**src/rtl/core/hmf_pkg.sv**
```systemverilog
`default_nettype none
package hmf_pkg;

	localparam int REPORT_BYTES = 64;
	localparam int POS_W        = $clog2(REPORT_BYTES);

	localparam logic [12:0] MAX_MSG_LEN  = 13'd7609;
	localparam logic [7:0]  CMD_FLAG     = 8'h80;
	localparam logic [31:0] CHANNEL_RST  = 32'hffff_ffff;

	typedef struct packed {
		logic [6:0]  hid_cmd;
		logic [12:0] msg_len;
		logic [7:0]  data_byte;
		logic        has_byte;
		logic        header_only;
		logic        first;
		logic        last;
	} item_t;

	typedef struct packed {
		logic [7:0] report_byte;
		logic       report_end;
		logic       run_end;
		logic       size_error;
	} result_t;

	// input stage status towards the framer
	typedef struct packed {
		logic valid;
		logic fresh;
	} stage_t;

	// framer control back to the input stage
	typedef struct packed {
		logic adv;
		logic release_item;
	} ctl_t;

endpackage
`default_nettype wire

```
**src/rtl/core/hmf_in_stage.sv**
```systemverilog
`default_nettype none
module hmf_in_stage (
	input  wire logic          clk,
	input  wire logic          arst_n,
	input  wire logic          item_valid,
	output logic               item_stall,
	input  wire hmf_pkg::item_t item_in,
	input  wire hmf_pkg::ctl_t ctl,
	output hmf_pkg::stage_t    stage,
	output hmf_pkg::item_t     item_s1
);

	logic valid_s1;
	logic fresh_s1;
	logic accept;

	assign item_stall = valid_s1 && !ctl.release_item;
	assign accept     = item_valid && !item_stall;

	always_ff @(posedge clk or negedge arst_n) begin
		if (!arst_n) begin
			valid_s1 <= 1'b0;
			fresh_s1 <= 1'b0;
		end else begin
			if (accept) begin
				valid_s1 <= 1'b1;
				fresh_s1 <= 1'b1;
			end else begin
				if (ctl.release_item)
					valid_s1 <= 1'b0;
				if (ctl.adv)
					fresh_s1 <= 1'b0;
			end
		end
	end

	always_ff @(posedge clk) begin
		if (accept)
			item_s1 <= item_in;
	end

	assign stage.valid = valid_s1;
	assign stage.fresh = fresh_s1;

endmodule
`default_nettype wire

```
**src/rtl/core/hmf_framer.sv**
```systemverilog
`default_nettype none
module hmf_framer (
	input  wire logic            clk,
	input  wire logic            arst_n,
	input  wire hmf_pkg::stage_t stage,
	input  wire hmf_pkg::item_t  item_s1,
	input  wire logic [31:0]     channel_id,
	input  wire logic            out_ready,
	output hmf_pkg::ctl_t        ctl,
	output logic                 push,
	output hmf_pkg::result_t     res
);

	typedef enum logic [11:0] {
		K_NONE  = 12'b0000_0000_0001,
		K_CH0   = 12'b0000_0000_0010,
		K_CH1   = 12'b0000_0000_0100,
		K_CH2   = 12'b0000_0000_1000,
		K_CH3   = 12'b0000_0001_0000,
		K_CMD   = 12'b0000_0010_0000,
		K_LENHI = 12'b0000_0100_0000,
		K_LENLO = 12'b0000_1000_0000,
		K_SEQ   = 12'b0001_0000_0000,
		K_DATA  = 12'b0010_0000_0000,
		K_PAD   = 12'b0100_0000_0000,
		K_ERR   = 12'b1000_0000_0000
	} kind_t;

	kind_t                     kind_q;
	logic [hmf_pkg::POS_W-1:0] pos_q;
	logic [6:0]                seq_q;
	logic                      in_msg_q;
	logic                      drop_q;

	kind_t                     kind_init;
	kind_t                     kind_cur;
	kind_t                     kind_next;
	logic                      case_pad_only;
	logic                      restart;
	logic                      oversize;
	logic [hmf_pkg::POS_W-1:0] pos_eff;
	logic [hmf_pkg::POS_W:0]   pos_inc;
	logic                      wrap;
	logic [hmf_pkg::POS_W-1:0] pos_after;
	logic                      pad_more;
	logic                      emits;
	logic                      adv;
	logic                      done;
	logic                      counts;
	logic [7:0]                byte_val;

	always_comb begin
		case_pad_only = item_s1.first && in_msg_q && (pos_q != '0);
		restart       = stage.fresh && item_s1.first && !case_pad_only;
		oversize      = item_s1.msg_len > hmf_pkg::MAX_MSG_LEN;
		pos_eff       = restart ? '0 : pos_q;

		// first emission of a fresh request
		if (item_s1.first) begin
			if (case_pad_only)
				kind_init = K_PAD;
			else if (item_s1.header_only)
				kind_init = K_CH0;
			else if (oversize)
				kind_init = K_ERR;
			else
				kind_init = K_CH0;
		end else if (drop_q) begin
			kind_init = K_NONE;
		end else if (in_msg_q) begin
			if (item_s1.has_byte)
				kind_init = (pos_q == '0) ? K_CH0 : K_DATA;
			else if (item_s1.last && (pos_q != '0))
				kind_init = K_PAD;
			else
				kind_init = K_NONE;
		end else begin
			kind_init = K_NONE;
		end

		kind_cur = stage.fresh ? kind_init : kind_q;
		emits    = (kind_cur != K_NONE);
		counts   = emits && (kind_cur != K_ERR);

		pos_inc = {1'b0, pos_eff} + 1'b1;
		wrap    = counts && (pos_inc == (hmf_pkg::POS_W+1)'(hmf_pkg::REPORT_BYTES));
		if (!counts)
			pos_after = pos_eff;
		else if (wrap)
			pos_after = '0;
		else
			pos_after = pos_inc[hmf_pkg::POS_W-1:0];
		pad_more = (pos_after != '0);

		byte_val  = 8'h00;
		kind_next = K_NONE;
		unique case (kind_cur)
			K_NONE: begin
				kind_next = K_NONE;
			end
			K_CH0: begin
				byte_val  = channel_id[7:0];
				kind_next = K_CH1;
			end
			K_CH1: begin
				byte_val  = channel_id[15:8];
				kind_next = K_CH2;
			end
			K_CH2: begin
				byte_val  = channel_id[23:16];
				kind_next = K_CH3;
			end
			K_CH3: begin
				byte_val  = channel_id[31:24];
				kind_next = item_s1.first ? K_CMD : K_SEQ;
			end
			K_CMD: begin
				byte_val = hmf_pkg::CMD_FLAG | {1'b0, item_s1.hid_cmd};
				if (item_s1.header_only)
					kind_next = pad_more ? K_PAD : K_NONE;
				else
					kind_next = K_LENHI;
			end
			K_LENHI: begin
				byte_val  = {3'b000, item_s1.msg_len[12:8]};
				kind_next = K_LENLO;
			end
			K_LENLO: begin
				byte_val = item_s1.msg_len[7:0];
				if (item_s1.has_byte)
					kind_next = K_DATA;
				else if (item_s1.last && pad_more)
					kind_next = K_PAD;
				else
					kind_next = K_NONE;
			end
			K_SEQ: begin
				byte_val  = {1'b0, seq_q};
				kind_next = K_DATA;
			end
			K_DATA: begin
				byte_val  = item_s1.data_byte;
				kind_next = (item_s1.last && pad_more) ? K_PAD : K_NONE;
			end
			K_PAD: begin
				kind_next = pad_more ? K_PAD : K_NONE;
			end
			K_ERR: begin
				kind_next = K_NONE;
			end
			default: begin
				kind_next = K_NONE;
			end
		endcase

		adv  = stage.valid && (!emits || out_ready);
		done = (kind_next == K_NONE);
		push = adv && emits;

		res.report_byte = byte_val;
		res.report_end  = wrap;
		res.run_end     = done;
		res.size_error  = (kind_cur == K_ERR);

		ctl.adv          = adv;
		ctl.release_item = adv && done;
	end

	always_ff @(posedge clk or negedge arst_n) begin
		if (!arst_n) begin
			kind_q   <= K_NONE;
			pos_q    <= '0;
			seq_q    <= '0;
			in_msg_q <= 1'b0;
			drop_q   <= 1'b0;
		end else if (adv) begin
			kind_q <= kind_next;
			pos_q  <= pos_after;
			if (restart)
				seq_q <= '0;
			else if (kind_cur == K_SEQ)
				seq_q <= seq_q + 7'd1;

			// message state settles when the request starts
			if (stage.fresh) begin
				if (item_s1.first) begin
					if (case_pad_only) begin
						in_msg_q <= 1'b0;
					end else begin
						drop_q   <= !item_s1.header_only && oversize && !item_s1.last;
						in_msg_q <= !item_s1.header_only && !oversize && !item_s1.last;
					end
				end else if (drop_q) begin
					if (item_s1.last)
						drop_q <= 1'b0;
				end else if (in_msg_q && item_s1.last) begin
					in_msg_q <= 1'b0;
				end
			end
		end
	end

endmodule
`default_nettype wire

```
**src/rtl/core/hmf_out_stage.sv**
```systemverilog
`default_nettype none
module hmf_out_stage (
	input  wire logic             clk,
	input  wire logic             arst_n,
	input  wire logic             push,
	input  wire hmf_pkg::result_t res,
	output logic                  out_ready,
	output logic                  res_valid,
	input  wire logic             res_stall,
	output hmf_pkg::result_t      res_q
);

	logic valid_q;

	assign out_ready = !valid_q || !res_stall;
	assign res_valid = valid_q;

	always_ff @(posedge clk or negedge arst_n) begin
		if (!arst_n) begin
			valid_q <= 1'b0;
		end else if (push) begin
			valid_q <= 1'b1;
		end else if (!res_stall) begin
			valid_q <= 1'b0;
		end
	end

	always_ff @(posedge clk) begin
		if (push)
			res_q <= res;
	end

endmodule
`default_nettype wire

```
**src/rtl/core/hid_message_framer_core.sv**
```systemverilog
// path: the first report byte of a request goes from the input stage register to the result
//   register, and can wait between them while the result side stalls
// throughput: one report byte per cycle while the result side does not stall; a request
//   holds the input stage until its last byte moves on, or until the framer steps past it
//   when it gives none; the next request is taken on the edge that moves its last byte on
// reset: asynchronous, clears framing state and message flags; channel id returns to all ones
`default_nettype none
module hid_message_framer_core (
	input  wire logic        clk,
	input  wire logic        arst_n,
	input  wire logic        cfg_we,
	input  wire logic [31:0] cfg_wdata,
	input  wire logic        item_valid,
	output logic             item_stall,
	input  wire logic [6:0]  hid_cmd,
	input  wire logic [12:0] msg_len,
	input  wire logic [7:0]  data_byte,
	input  wire logic        has_byte,
	input  wire logic        header_only,
	input  wire logic        first,
	input  wire logic        last,
	output logic             res_valid,
	input  wire logic        res_stall,
	output logic [7:0]       report_byte,
	output logic             report_end,
	output logic             run_end,
	output logic             size_error
);

	logic [31:0]      channel_id_q;
	hmf_pkg::item_t   item_in;
	hmf_pkg::item_t   item_s1;
	hmf_pkg::stage_t  stage;
	hmf_pkg::ctl_t    ctl;
	hmf_pkg::result_t res;
	hmf_pkg::result_t res_q;
	logic             push;
	logic             out_ready;

	always_ff @(posedge clk or negedge arst_n) begin
		if (!arst_n) begin
			channel_id_q <= hmf_pkg::CHANNEL_RST;
		end else if (cfg_we) begin
			channel_id_q <= cfg_wdata;
		end
	end

	assign item_in.hid_cmd     = hid_cmd;
	assign item_in.msg_len     = msg_len;
	assign item_in.data_byte   = data_byte;
	assign item_in.has_byte    = has_byte;
	assign item_in.header_only = header_only;
	assign item_in.first       = first;
	assign item_in.last        = last;

	hmf_in_stage u_in_stage (
		.clk        (clk),
		.arst_n     (arst_n),
		.item_valid (item_valid),
		.item_stall (item_stall),
		.item_in    (item_in),
		.ctl        (ctl),
		.stage      (stage),
		.item_s1    (item_s1)
	);

	hmf_framer u_framer (
		.clk        (clk),
		.arst_n     (arst_n),
		.stage      (stage),
		.item_s1    (item_s1),
		.channel_id (channel_id_q),
		.out_ready  (out_ready),
		.ctl        (ctl),
		.push       (push),
		.res        (res)
	);

	hmf_out_stage u_out_stage (
		.clk       (clk),
		.arst_n    (arst_n),
		.push      (push),
		.res       (res),
		.out_ready (out_ready),
		.res_valid (res_valid),
		.res_stall (res_stall),
		.res_q     (res_q)
	);

	assign report_byte = res_q.report_byte;
	assign report_end  = res_q.report_end;
	assign run_end     = res_q.run_end;
	assign size_error  = res_q.size_error;

endmodule
`default_nettype wire
```
**config.mk**
```make
export PLATFORM = sky130hd
export DESIGN_NAME = hid_message_framer_core
export DESIGN_NICKNAME = d
export VERILOG_FILES = /design/src/rtl/core/hmf_pkg.sv /design/src/rtl/core/hmf_in_stage.sv /design/src/rtl/core/hmf_framer.sv /design/src/rtl/core/hmf_out_stage.sv /design/src/rtl/core/hid_message_framer_core.sv
export SDC_FILE = /design/constraint.sdc
export NUM_CORES = 1
export LEC_CHECK = 0
export BUFFER_PORTS_ARGS = -buffer_cell sky130_fd_sc_hd__buf_2
export CORE_MARGIN = 10
export CORE_UTILIZATION = 30
export CTS_BUF_LIST = sky130_fd_sc_hd__clkbuf_4 sky130_fd_sc_hd__clkbuf_8
export CTS_CLUSTER_DIAMETER = 30
export CTS_CLUSTER_SIZE = 28
export DETAILED_ROUTE_END_ITERATION = 10
export SLEW_MARGIN = 40
export SYNTH_ARGS = -nofsm -noshare
export SYNTH_HDL_FRONTEND = slang
export SYNTH_SLANG_ARGS = --single-unit
```
**constraint.sdc**
```tcl
create_clock -name clk -period 6.3 [get_ports clk]
set_clock_uncertainty 0.05 [all_clocks]
set_input_delay 1.26 -clock clk [delete_from_list [all_inputs] [get_ports clk]]
set_output_delay 1.26 -clock clk [all_outputs]
set_load 0.03 [all_outputs]
```
==> results.py, run 1 <==
metrics = {
    "critical_path": {
        "path_class": "flip-flop to output pin",
        "r2r_end": "u_in_stage.item_s1[6]",
        "r2r_start": "u_framer.pos_q[1]",
        "worstRegToRegCells": 13,
        "start_kind": "flip-flop",
        "cp.required_ps": 4990,
        "arrival_ps": 4030,
        "crit_fanout": 9,
        "cp-end-kind": "output pin",
        "r2r_setup_slack_ps": 2090,
    },
    "place": {
        "hpwl_um": 9820,
        "io_buffers": 81,
        "place_inst": 707,
        "finalWeightedCongestion": 0.876,
    },
    "layout": {
        "synthToLayoutAreaGrowth_pct": 17.5,
        "instances_no_fill": 723,
        "fillers": 1685,
        "drive_above_1_share_pct": 37.0,
        "n_antenna_cell": 0,
        "final_core_util_pct": 35.8,
        "finalNetCount": 570,
    },
    "clocking": {
        "htree_levels": 3,
        "ctsResizeCount": 0,
        "hold_buffers": 0,
        "cts_setup_buffers": 0,
        "numCtsBuffers": 9,
        "cts.sinks": 103,
        "insertion_delay_ps": 380,
        "root_buffer": "clkbuf_8",
        "cts_tree": "done",
        "clk_pin_slew_worst_paths_ps": 100,
        "clock_path_buffers": 2,
    },
    "timing": {
        "max_freq_ghz": 0.187,
        "post-route-period-util_pct": 84.8,
        "drv_slew": 0,
        "fin_crit_ps": 5340,
        "worstMarginPinSlew_ps": 784,
        "rsz0062_at_grt": "no",
        "slew_headroom_pct": 47.6,
        "setup_viol": 0,
        "hold_viol_final": 0,
        "tns_ps": 0,
    },
    "logic_synthesis": {
        "synth_edf_count": 43,
        "syn-cell-area_um2": 5020,
        "ys_async_sr_fraction_pct": 58.3,
        "synth_seq_cells": 103,
        "yosysSeqAreaShare_pct": 56.5,
        "synth_top_area_cell": "edfxtp_1",
        "synth_area_per_cell_um2": 11.9,
        "synth.distinct_cells": 63,
        "yosysTopAreaCellShare_pct": 25.7,
        "synthesis.instances": 423,
        "syn_nets": 495,
        "ys.flop_type": "edfxtp_1",
        "yosys_warnings": 0,
        "synth_area_leaders": "edfxtp_1 (26%), dfstp_2 (17%), dfrtp_1 (13%)",
    },
    "hold_path": {
        "min_from": "u_framer.kind_q[0]",
        "holdPathStages": 2,
        "holdPathEnd": "u_framer.kind_q[0]",
        "hp-class": "flip-flop to flip-flop",
    },
    "floorplanning": {
        "die_x_um": 149,
        "core_um2": 16500,
        "ioPinCount": 82,
        "start_util_pct": 30.5,
        "die_h_um": 149,
        "rows": 47,
        "dieArea_um2": 22300,
    },
    "power": {
        "p_total_w": 0.00258,
        "vdd_drop_max_v": 0.000148,
        "powerDensity_nw_per_um2": 437,
        "power_leakage_nw": 2.33,
    },
    "grt": {
        "grt_max_degree": 61,
        "grt_pass1_vias": 3882,
        "grt-ovfl-total": 0,
        "grt_pass1_wl_um": 20800,
        "antenna_found_initial": 0,
        "grt_usage_pct": 11.8,
    },
    "outcome": {
        "status": "finished, final reports clean",
    },
    "detailed_routing": {
        "drcViolationCount": 0,
        "wl_per_cell_um": 18.2,
        "routed_wl_um": 13100,
        "ant_nets": 0,
        "drt_first_pass_iters": 5,
        "num_vias": 3795,
        "initialDrtViolationCount": 235,
        "via_per_inst": 5.25,
    },
    "job": {
        "cap_viol_max_count": 0,
    },
}
per-layer routing:
layer,track usage (%),wire length (µm),vias up
met4,5.30,263,0
met3,3.82,1030,19
met2,18.8,6110,146
li1,-,-,1792
met1,14.4,5720,1838
met5,0,0,-
cells by family after synthesis:
kind of cell	share of synthesized area, %
AND/OR/NAND/NOR	14.7
XOR/XNOR	1.40
AO/OA/AOI/OAI	16.5
multiplexers	7.41
buffers and inverters	2.74
adder cells (fa/ha/maj)	0.748
flip-flops	56.5
flip-flops by register name, summed over array words and instances, names as in the netlist, 6 cells and up:
signal	flops
u_out_stage.res_q	11
u_framer.pos_q	6
channel_id_q	32
u_in_stage.item_s1	32
u_framer.kind_q	10
u_framer.seq_q	7
layout by cell type, fill, tap and decap left out, drive strengths merged, types with 4 or more instances in the layout:
cell and n:
a211oi 4, a21oi 9, a221oi 7, a222oi 9, a22o 8, a22oi 7, a31oi 4, a41oi 4
and2 6, and3 6, and4 4, buf 87, clkbuf 11, dfrtp 27, dfstp 33, edfxtp 43
inv 10, mux2 33, nand2 42, nand2b 5, nand3 18, nand4 11, nor2 11, nor2b 7
nor3 5, nor4 9, o21ai 30, o31ai 8, xnor2 5
power breakdown:
part	switching, W	internal (W)	total [W]
clock	0.000237	0.000196	0.000434
combinational	0.000655	0.000356	0.00101
sequential	0.000165	0.000969	0.00113
total	0.00106	0.00152	0.00258
worst max path at each step:
| stage | slack [ps] | start | to | cells after the start |
|---|---|---|---|---|
| finish | 960 | u_framer.pos_q[1] | item_stall | 13 |
| global route | 730 | u_framer.pos_q[1] | item_stall | 13 |
| CTS | 950 | u_framer.pos_q[1] | item_stall | 13 |
| detailed placement | 1400 | u_framer.pos_q[1] | item_stall | 13 |
| global placement | 1520 | u_framer.pos_q[1] | item_stall | 13 |
| floorplan | 1290 | u_framer.pos_q[1] | u_in_stage.item_s1[0] | 11 |
worst max-delay path, stage by stage, from the launching register on:
cell and delay, ps:
dfrtp_1 490, or4_4 590, o21ai_1 270, nand3_1 250
and2_1 280, ha_1 260, or3_1 330, a21oi_1 150
nand4_1 110, mux2_2 310, o221a_4 280, inv_2 70
a21oi_1 70, buf_2 180
through the flow:
stage / setup WS, ps / hold WS, ps / area, µm²
floorplan: 1290 / 390 / 5020
global placement: 1520 / 406 / 5640
detailed placement: 1400 / 408 / 5690
CTS: 950 / 429 / 5890
global route: 735 / 462 / 5890
finish: 956 / 429 / 5890
synthesized netlist by cell type, types with 4 or more instances:
master	count
a211oi_1	4
xnor2_1	5
mux2_2	33
dfstp_2	33
a221oi_1	7
nor2b_1	7
dfrtp_1	27
a21oi_1	9
o21ai_1	5
buf_2	5
o31ai_1	8
clkbuf_1	12
a22o_1	8
o21ai_0	25
inv_1	7
nand4_1	11
nand3_1	18
nand2b_1	5
a41oi_1	4
edfxtp_1	43
nor4_1	7
nand2_1	42
and2_1	6
a222oi_1	9
nor2_1	11
and3_1	6
nor3_1	4
a22oi_1	7
and4_1	4
cell type report:
cell class	count	area, µm²	area share, %
clock buffers	11	139	2.36
multi-input cells	289	2080	35.3
well taps	220	275	4.67
inverters	8	30.0	0.509
repair buffers	87	469	7.96
flip-flops and latches	103	2830	48.1
clock inverters	5	63.8	1.08
Power figures use the tool's default switching activity.
==> run 2: changes to the inputs <==
clock period = 5.45 ns   (was 6.3 ns; I/O delays follow)
==> run 2 against run 1 <==
Net effect: non-clock buffer count fell by 1; die area did not move; clock-buffer cell count fell by 2; combinational power rose by 14%; register-to-register slack got worse by 960 ps.
==> results.py, run 2 (synthesized netlist as in run 1, its figures left out) <==
metrics = {
    "clocking": {
        "root_buffer": "clkbuf_8",
        "clock_path_buffers": 2,
        "insertion_delay_ps": 390,
        "numCtsBuffers": 9,
        "cts_setup_buffers": 0,
        "htree_levels": 3,
        "ctsResizeCount": 0,
        "hold_buffers": 0,
        "cts.sinks": 103,
        "clk_pin_slew_worst_paths_ps": 110,
        "cts_tree": "done",
    },
    "timing": {
        "post-route-period-util_pct": 95.8,
        "setup_ws_ps": 229,
        "hold_viol_final": 0,
        "tns_ps": 0,
        "worstMarginPinSlew_ps": 712,
        "setup_viol": 0,
        "max_freq_ghz": 0.192,
        "rsz0062_at_grt": "no",
        "drv_slew": 0,
        "slew_headroom_pct": 52.5,
        "fin_crit_ps": 5220,
    },
    "layout": {
        "drive_above_1_share_pct": 37.1,
        "reg_top3": "channel_id_q: 32 flops, u_in_stage.item_s1: 32 flops, u_out_stage.res_q: 11 flops",
        "fillers": 1676,
        "seq_area_um2": 2830,
        "final_core_util_pct": 35.7,
        "finalNetCount": 569,
        "layout_commonest_cell": "buf_2",
        "n_antenna_cell": 0,
        "final_cell_mix": "buf_2 (81), edfxtp_1 (43), nand2_1 (41)",
        "multiInputGateArea_um2": 2090,
        "instances_no_fill": 722,
        "synthToLayoutAreaGrowth_pct": 17.0,
    },
    "place": {
        "finalWeightedCongestion": 0.870,
        "io_buffers": 81,
        "hpwl_um": 9660,
        "place_inst": 706,
        "dpl_worst_slack_ps": 712,
    },
    "power": {
        "powerDensity_nw_per_um2": 506,
        "p_total_w": 0.00297,
        "vdd_drop_max_v": 0.000227,
        "power_leakage_nw": 2.32,
    },
    "job": {
        "cap_viol_max_count": 0,
    },
    "outcome": {
        "status": "finished, final reports clean",
    },
    "critical_path": {
        "cp-end-kind": "output pin",
        "arrival_ps": 4080,
        "cp.required_ps": 4310,
        "path_class": "flip-flop to output pin",
        "crit_fanout": 8,
        "start_kind": "flip-flop",
    },
    "detailed_routing": {
        "via_per_inst": 5.27,
        "drt_first_pass_iters": 5,
        "num_vias": 3802,
        "drcViolationCount": 0,
        "ant_nets": 0,
        "routed_wl_um": 13300,
        "initialDrtViolationCount": 320,
        "wl_per_cell_um": 18.4,
    },
    "floorplanning": {
        "dieArea_um2": 22300,
        "core_um2": 16500,
        "die_x_um": 149,
        "die_h_um": 149,
        "start_util_pct": 30.5,
        "rows": 47,
        "ioPinCount": 82,
    },
    "grt": {
        "grt-ovfl-total": 0,
        "grt_pass1_wl_um": 21300,
        "grt_pass1_vias": 3911,
        "antenna_found_initial": 0,
        "grt_usage_pct": 12.0,
        "grt_max_degree": 61,
    },
    "hold_path": {
        "hp-class": "flip-flop to flip-flop",
    },
}
[run 2: per-stage QoR]
| stage | instance area, µm² | hold slack (ps) |
|---|---|---|
| 3_5_place_dp | 5670 | 427 |
| 2_1_floorplan | 5020 | 390 |
| 4_1_cts | 5870 | 445 |
| 6_report | 5870 | 440 |
| 5_1_grt | 5870 | 453 |
| 3_3_place_gp | 5650 | 410 |
[run 2: final timing paths]
path / startpoint / to / slack, ps / cells past startpoint
max in group asynchronous: arst_n / u_framer.kind_q[0] / 4220 / 2
worst min-delay path: u_framer.kind_q[0] / u_framer.kind_q[0] / 440 / 2
worst max register to register: u_framer.pos_q[0] / u_in_stage.item_s1[24] / 1130 / 12
min in group asynchronous: arst_n / u_framer.kind_q[3] / 730 / 2
worst min register to register: u_framer.kind_q[0] / u_framer.kind_q[0] / 440 / 2
worst max-delay path: u_framer.pos_q[0] / item_stall / 230 / 13
[run 2: layout make-up]
type | count | share of cell area, %
clock buffer | 9 | 2.11
clock inverter | 7 | 1.30
inverter | 8 | 0.511
multi-input combinational | 289 | 35.5
sequential | 103 | 48.3
tap | 220 | 4.69
timing repair buffer | 86 | 7.61
[run 2: per-layer routing]
| metal | track usage (%) | up-vias | share of wire [%] |
|---|---|---|---|
| met5 | 0 | - | 0 |
| met4 | 4.12 | 0 | 1.5 |
| met3 | 3.52 | 17 | 7.0 |
| met2 | 18.9 | 141 | 47 |
| met1 | 15.4 | 1860 | 44 |
| li1 | - | 1784 | - |
[run 2: critical path, cell delays in order (launching register included)]
cell,delay (ps)
dfrtp_1,490
or4_4,560
o21ai_1,270
nand3_1,270
and2_1,290
ha_1,260
or3_1,330
a21oi_1,190
nand4_1,110
mux2_2,310
o221a_4,270
inv_2,70
a21oi_1,70
buf_2,190
[run 2: power by group]
group          switching [W]  leakage, nW  internal [W]
sequential          0.000195         1.12       0.00112
clock               0.000282        0.102      0.000217
combinational       0.000763         1.10      0.000390
==> run 3: changes to the inputs <==
CORE_ASPECT_RATIO = 0.6   (was unset)
==> run 3 against run 2 <==
Net effect: die area rose by 0.76%; total power rose by 0.66%; global-route usage rose by 0.56 points; critical path type unchanged; largest cell class unchanged.
==> results.py, run 3 (synthesized netlist as in run 1, its figures left out) <==
metrics = {
    "grt": {
        "antenna_found_initial": 0,
        "grt_pass1_wl_um": 22600,
        "grt_pass1_vias": 4004,
        "grt_usage_pct": 12.6,
        "grt-ovfl-total": 0,
        "grt_max_degree": 61,
    },
    "floorplanning": {
        "dieArea_um2": 22500,
        "start_util_pct": 30.8,
        "rows": 36,
        "core_um2": 16300,
        "ioPinCount": 82,
        "die_h_um": 120,
        "die_x_um": 187,
    },
    "timing": {
        "rsz0062_at_grt": "no",
        "fin_crit_ps": 5150,
        "tns_ps": 0,
        "hold_ws_ps": 427,
        "drv_slew": 0,
        "post-route-period-util_pct": 94.6,
        "setup_viol": 0,
        "worstMarginPinSlew_ps": 779,
        "slew_headroom_pct": 48.1,
        "setup_ws_ps": 297,
        "hold_viol_final": 0,
        "max_freq_ghz": 0.194,
    },
    "critical_path": {
        "arrival_ps": 4010,
        "cp_slowest_cell": "or4_4",
        "path_class": "flip-flop to output pin",
        "cp.required_ps": 4310,
        "cp_num_buf_inv": 2,
        "r2r_end": "u_in_stage.item_s1[27]",
        "r2r_start": "u_framer.pos_q[1]",
        "path_common_cell": "a21oi_1",
        "r2r_setup_slack_ps": 1180,
        "start_kind": "flip-flop",
        "cp-end-kind": "output pin",
        "worstRegToRegCells": 12,
        "crit_chain": "or4_4 -> o21ai_2 -> nand3_1 -> and2_1 -> ha_1 -> or3_1 -> a21oi_1 -> nand4_1 -> mux2_2 -> o221a_4 -> inv_2 -> a21oi_1 -> buf_2",
        "crit_fanout": 9,
        "slowest_delay_ps": 600,
        "critPathTopFamily": "simple AND/OR/NAND/NOR gates",
    },
    "job": {
        "cap_viol_max_count": 0,
    },
    "power": {
        "vdd_drop_max_v": 0.000286,
        "powerDensity_nw_per_um2": 508,
        "power_leakage_nw": 2.33,
    },
    "detailed_routing": {
        "ant_nets": 0,
        "drt_first_pass_iters": 5,
        "drcViolationCount": 0,
        "via_per_inst": 5.30,
        "routed_wl_um": 14300,
        "initialDrtViolationCount": 373,
        "wl_per_cell_um": 19.6,
        "num_vias": 3875,
    },
    "clocking": {
        "htree_levels": 3,
        "numCtsBuffers": 9,
        "insertion_delay_ps": 380,
        "cts.sinks": 103,
        "clk_pin_slew_worst_paths_ps": 100,
        "root_buffer": "clkbuf_8",
        "cts_tree": "done",
        "clock_path_buffers": 2,
    },
    "place": {
        "finalWeightedCongestion": 0.888,
        "io_buffers": 81,
        "hpwl_um": 10600,
        "place_inst": 715,
        "dpl_worst_slack_ps": 674,
    },
    "layout": {
        "n_antenna_cell": 0,
        "fillers": 1652,
        "final_cell_mix": "buf_2 (81), edfxtp_1 (43), nand2_1 (41)",
        "synthToLayoutAreaGrowth_pct": 17.2,
        "finalNetCount": 570,
        "instances_no_fill": 731,
        "drive_above_1_share_pct": 37.4,
        "reg_top3": "channel_id_q: 32 flops, u_in_stage.item_s1: 32 flops, u_out_stage.res_q: 11 flops",
        "layout_commonest_cell": "buf_2",
    },
    "hold_path": {
        "min_from": "u_framer.kind_q[0]",
        "hp-class": "flip-flop to flip-flop",
        "holdPathEnd": "u_framer.kind_q[0]",
        "holdPathStages": 2,
    },
    "outcome": {
        "status": "finished, final reports clean",
    },
}
-- run 3: per-stage QoR --
| stage | util (%) | power [W] | area (µm²) |
|---|---|---|---|
| global placement | 34.7 | 0.00246 | 5670 |
| floorplan | - | 0.00210 | 5020 |
| detailed placement | 34.8 | 0.00251 | 5670 |
| finish | 36.0 | 0.00299 | 5880 |
| global route | 36.0 | 0.00317 | 5880 |
| CTS | 36.0 | 0.00300 | 5870 |
-- run 3: report_power, final --
part / switching (W) / internal (W)
Combinational: 0.000796 / 0.000391
Sequential: 0.000203 / 0.00112
Clock: 0.000293 / 0.000184
-- run 3: final cells by class --
class | count | area (µm²) | share of cell area (%)
well taps | 228 | 285 | 4.85
multi-input cells | 289 | 2080 | 35.4
clock buffers | 10 | 131 | 2.23
flip-flops and latches | 103 | 2830 | 48.2
inverters | 8 | 30.0 | 0.511
repair buffers | 87 | 454 | 7.73
clock inverters | 6 | 62.6 | 1.06
-- run 3: metal layers --
metal / GRT usage (%) / wire [µm] / up-vias
met5: 0 / 0 / -
met4: 2.81 / 136 / 0
met3: 4.08 / 1290 / 14
met2: 17.2 / 5740 / 177
met1: 18.5 / 7140 / 1895
li1: - / - / 1789
-- run 3: worst max path at each step --
| stage | from | end | slack, ps | cells past startpoint |
|---|---|---|---|---|
| global placement | u_framer.pos_q[1] | item_stall | 840 | 13 |
| CTS | u_framer.pos_q[1] | item_stall | 230 | 13 |
| detailed placement | u_framer.pos_q[1] | item_stall | 670 | 13 |
| global route | u_framer.pos_q[1] | item_stall | 70 | 13 |
| finish | u_framer.pos_q[1] | item_stall | 300 | 13 |
| floorplan | u_framer.pos_q[1] | u_in_stage.item_s1[0] | 440 | 11 |
-- run 3: what timing repair did --
item	4_1_cts	5_1_grt
gates resized for setup	0	1
buffers inserted	0	0
endpoints found under the setup margin	0	1
hold buffers	0	0
-- run 3: worst reg2reg max path, cell delays in order, from the launching register on --
cell and delay, ps:
dfrtp_1 490, or4_4 610, o21ai_2 240, nand3_1 250
and2_1 300, ha_1 270, or3_1 330, a21oi_1 160
nand4_1 110, mux2_2 300, o221a_4 270, o22ai_4 110
buf_4 410
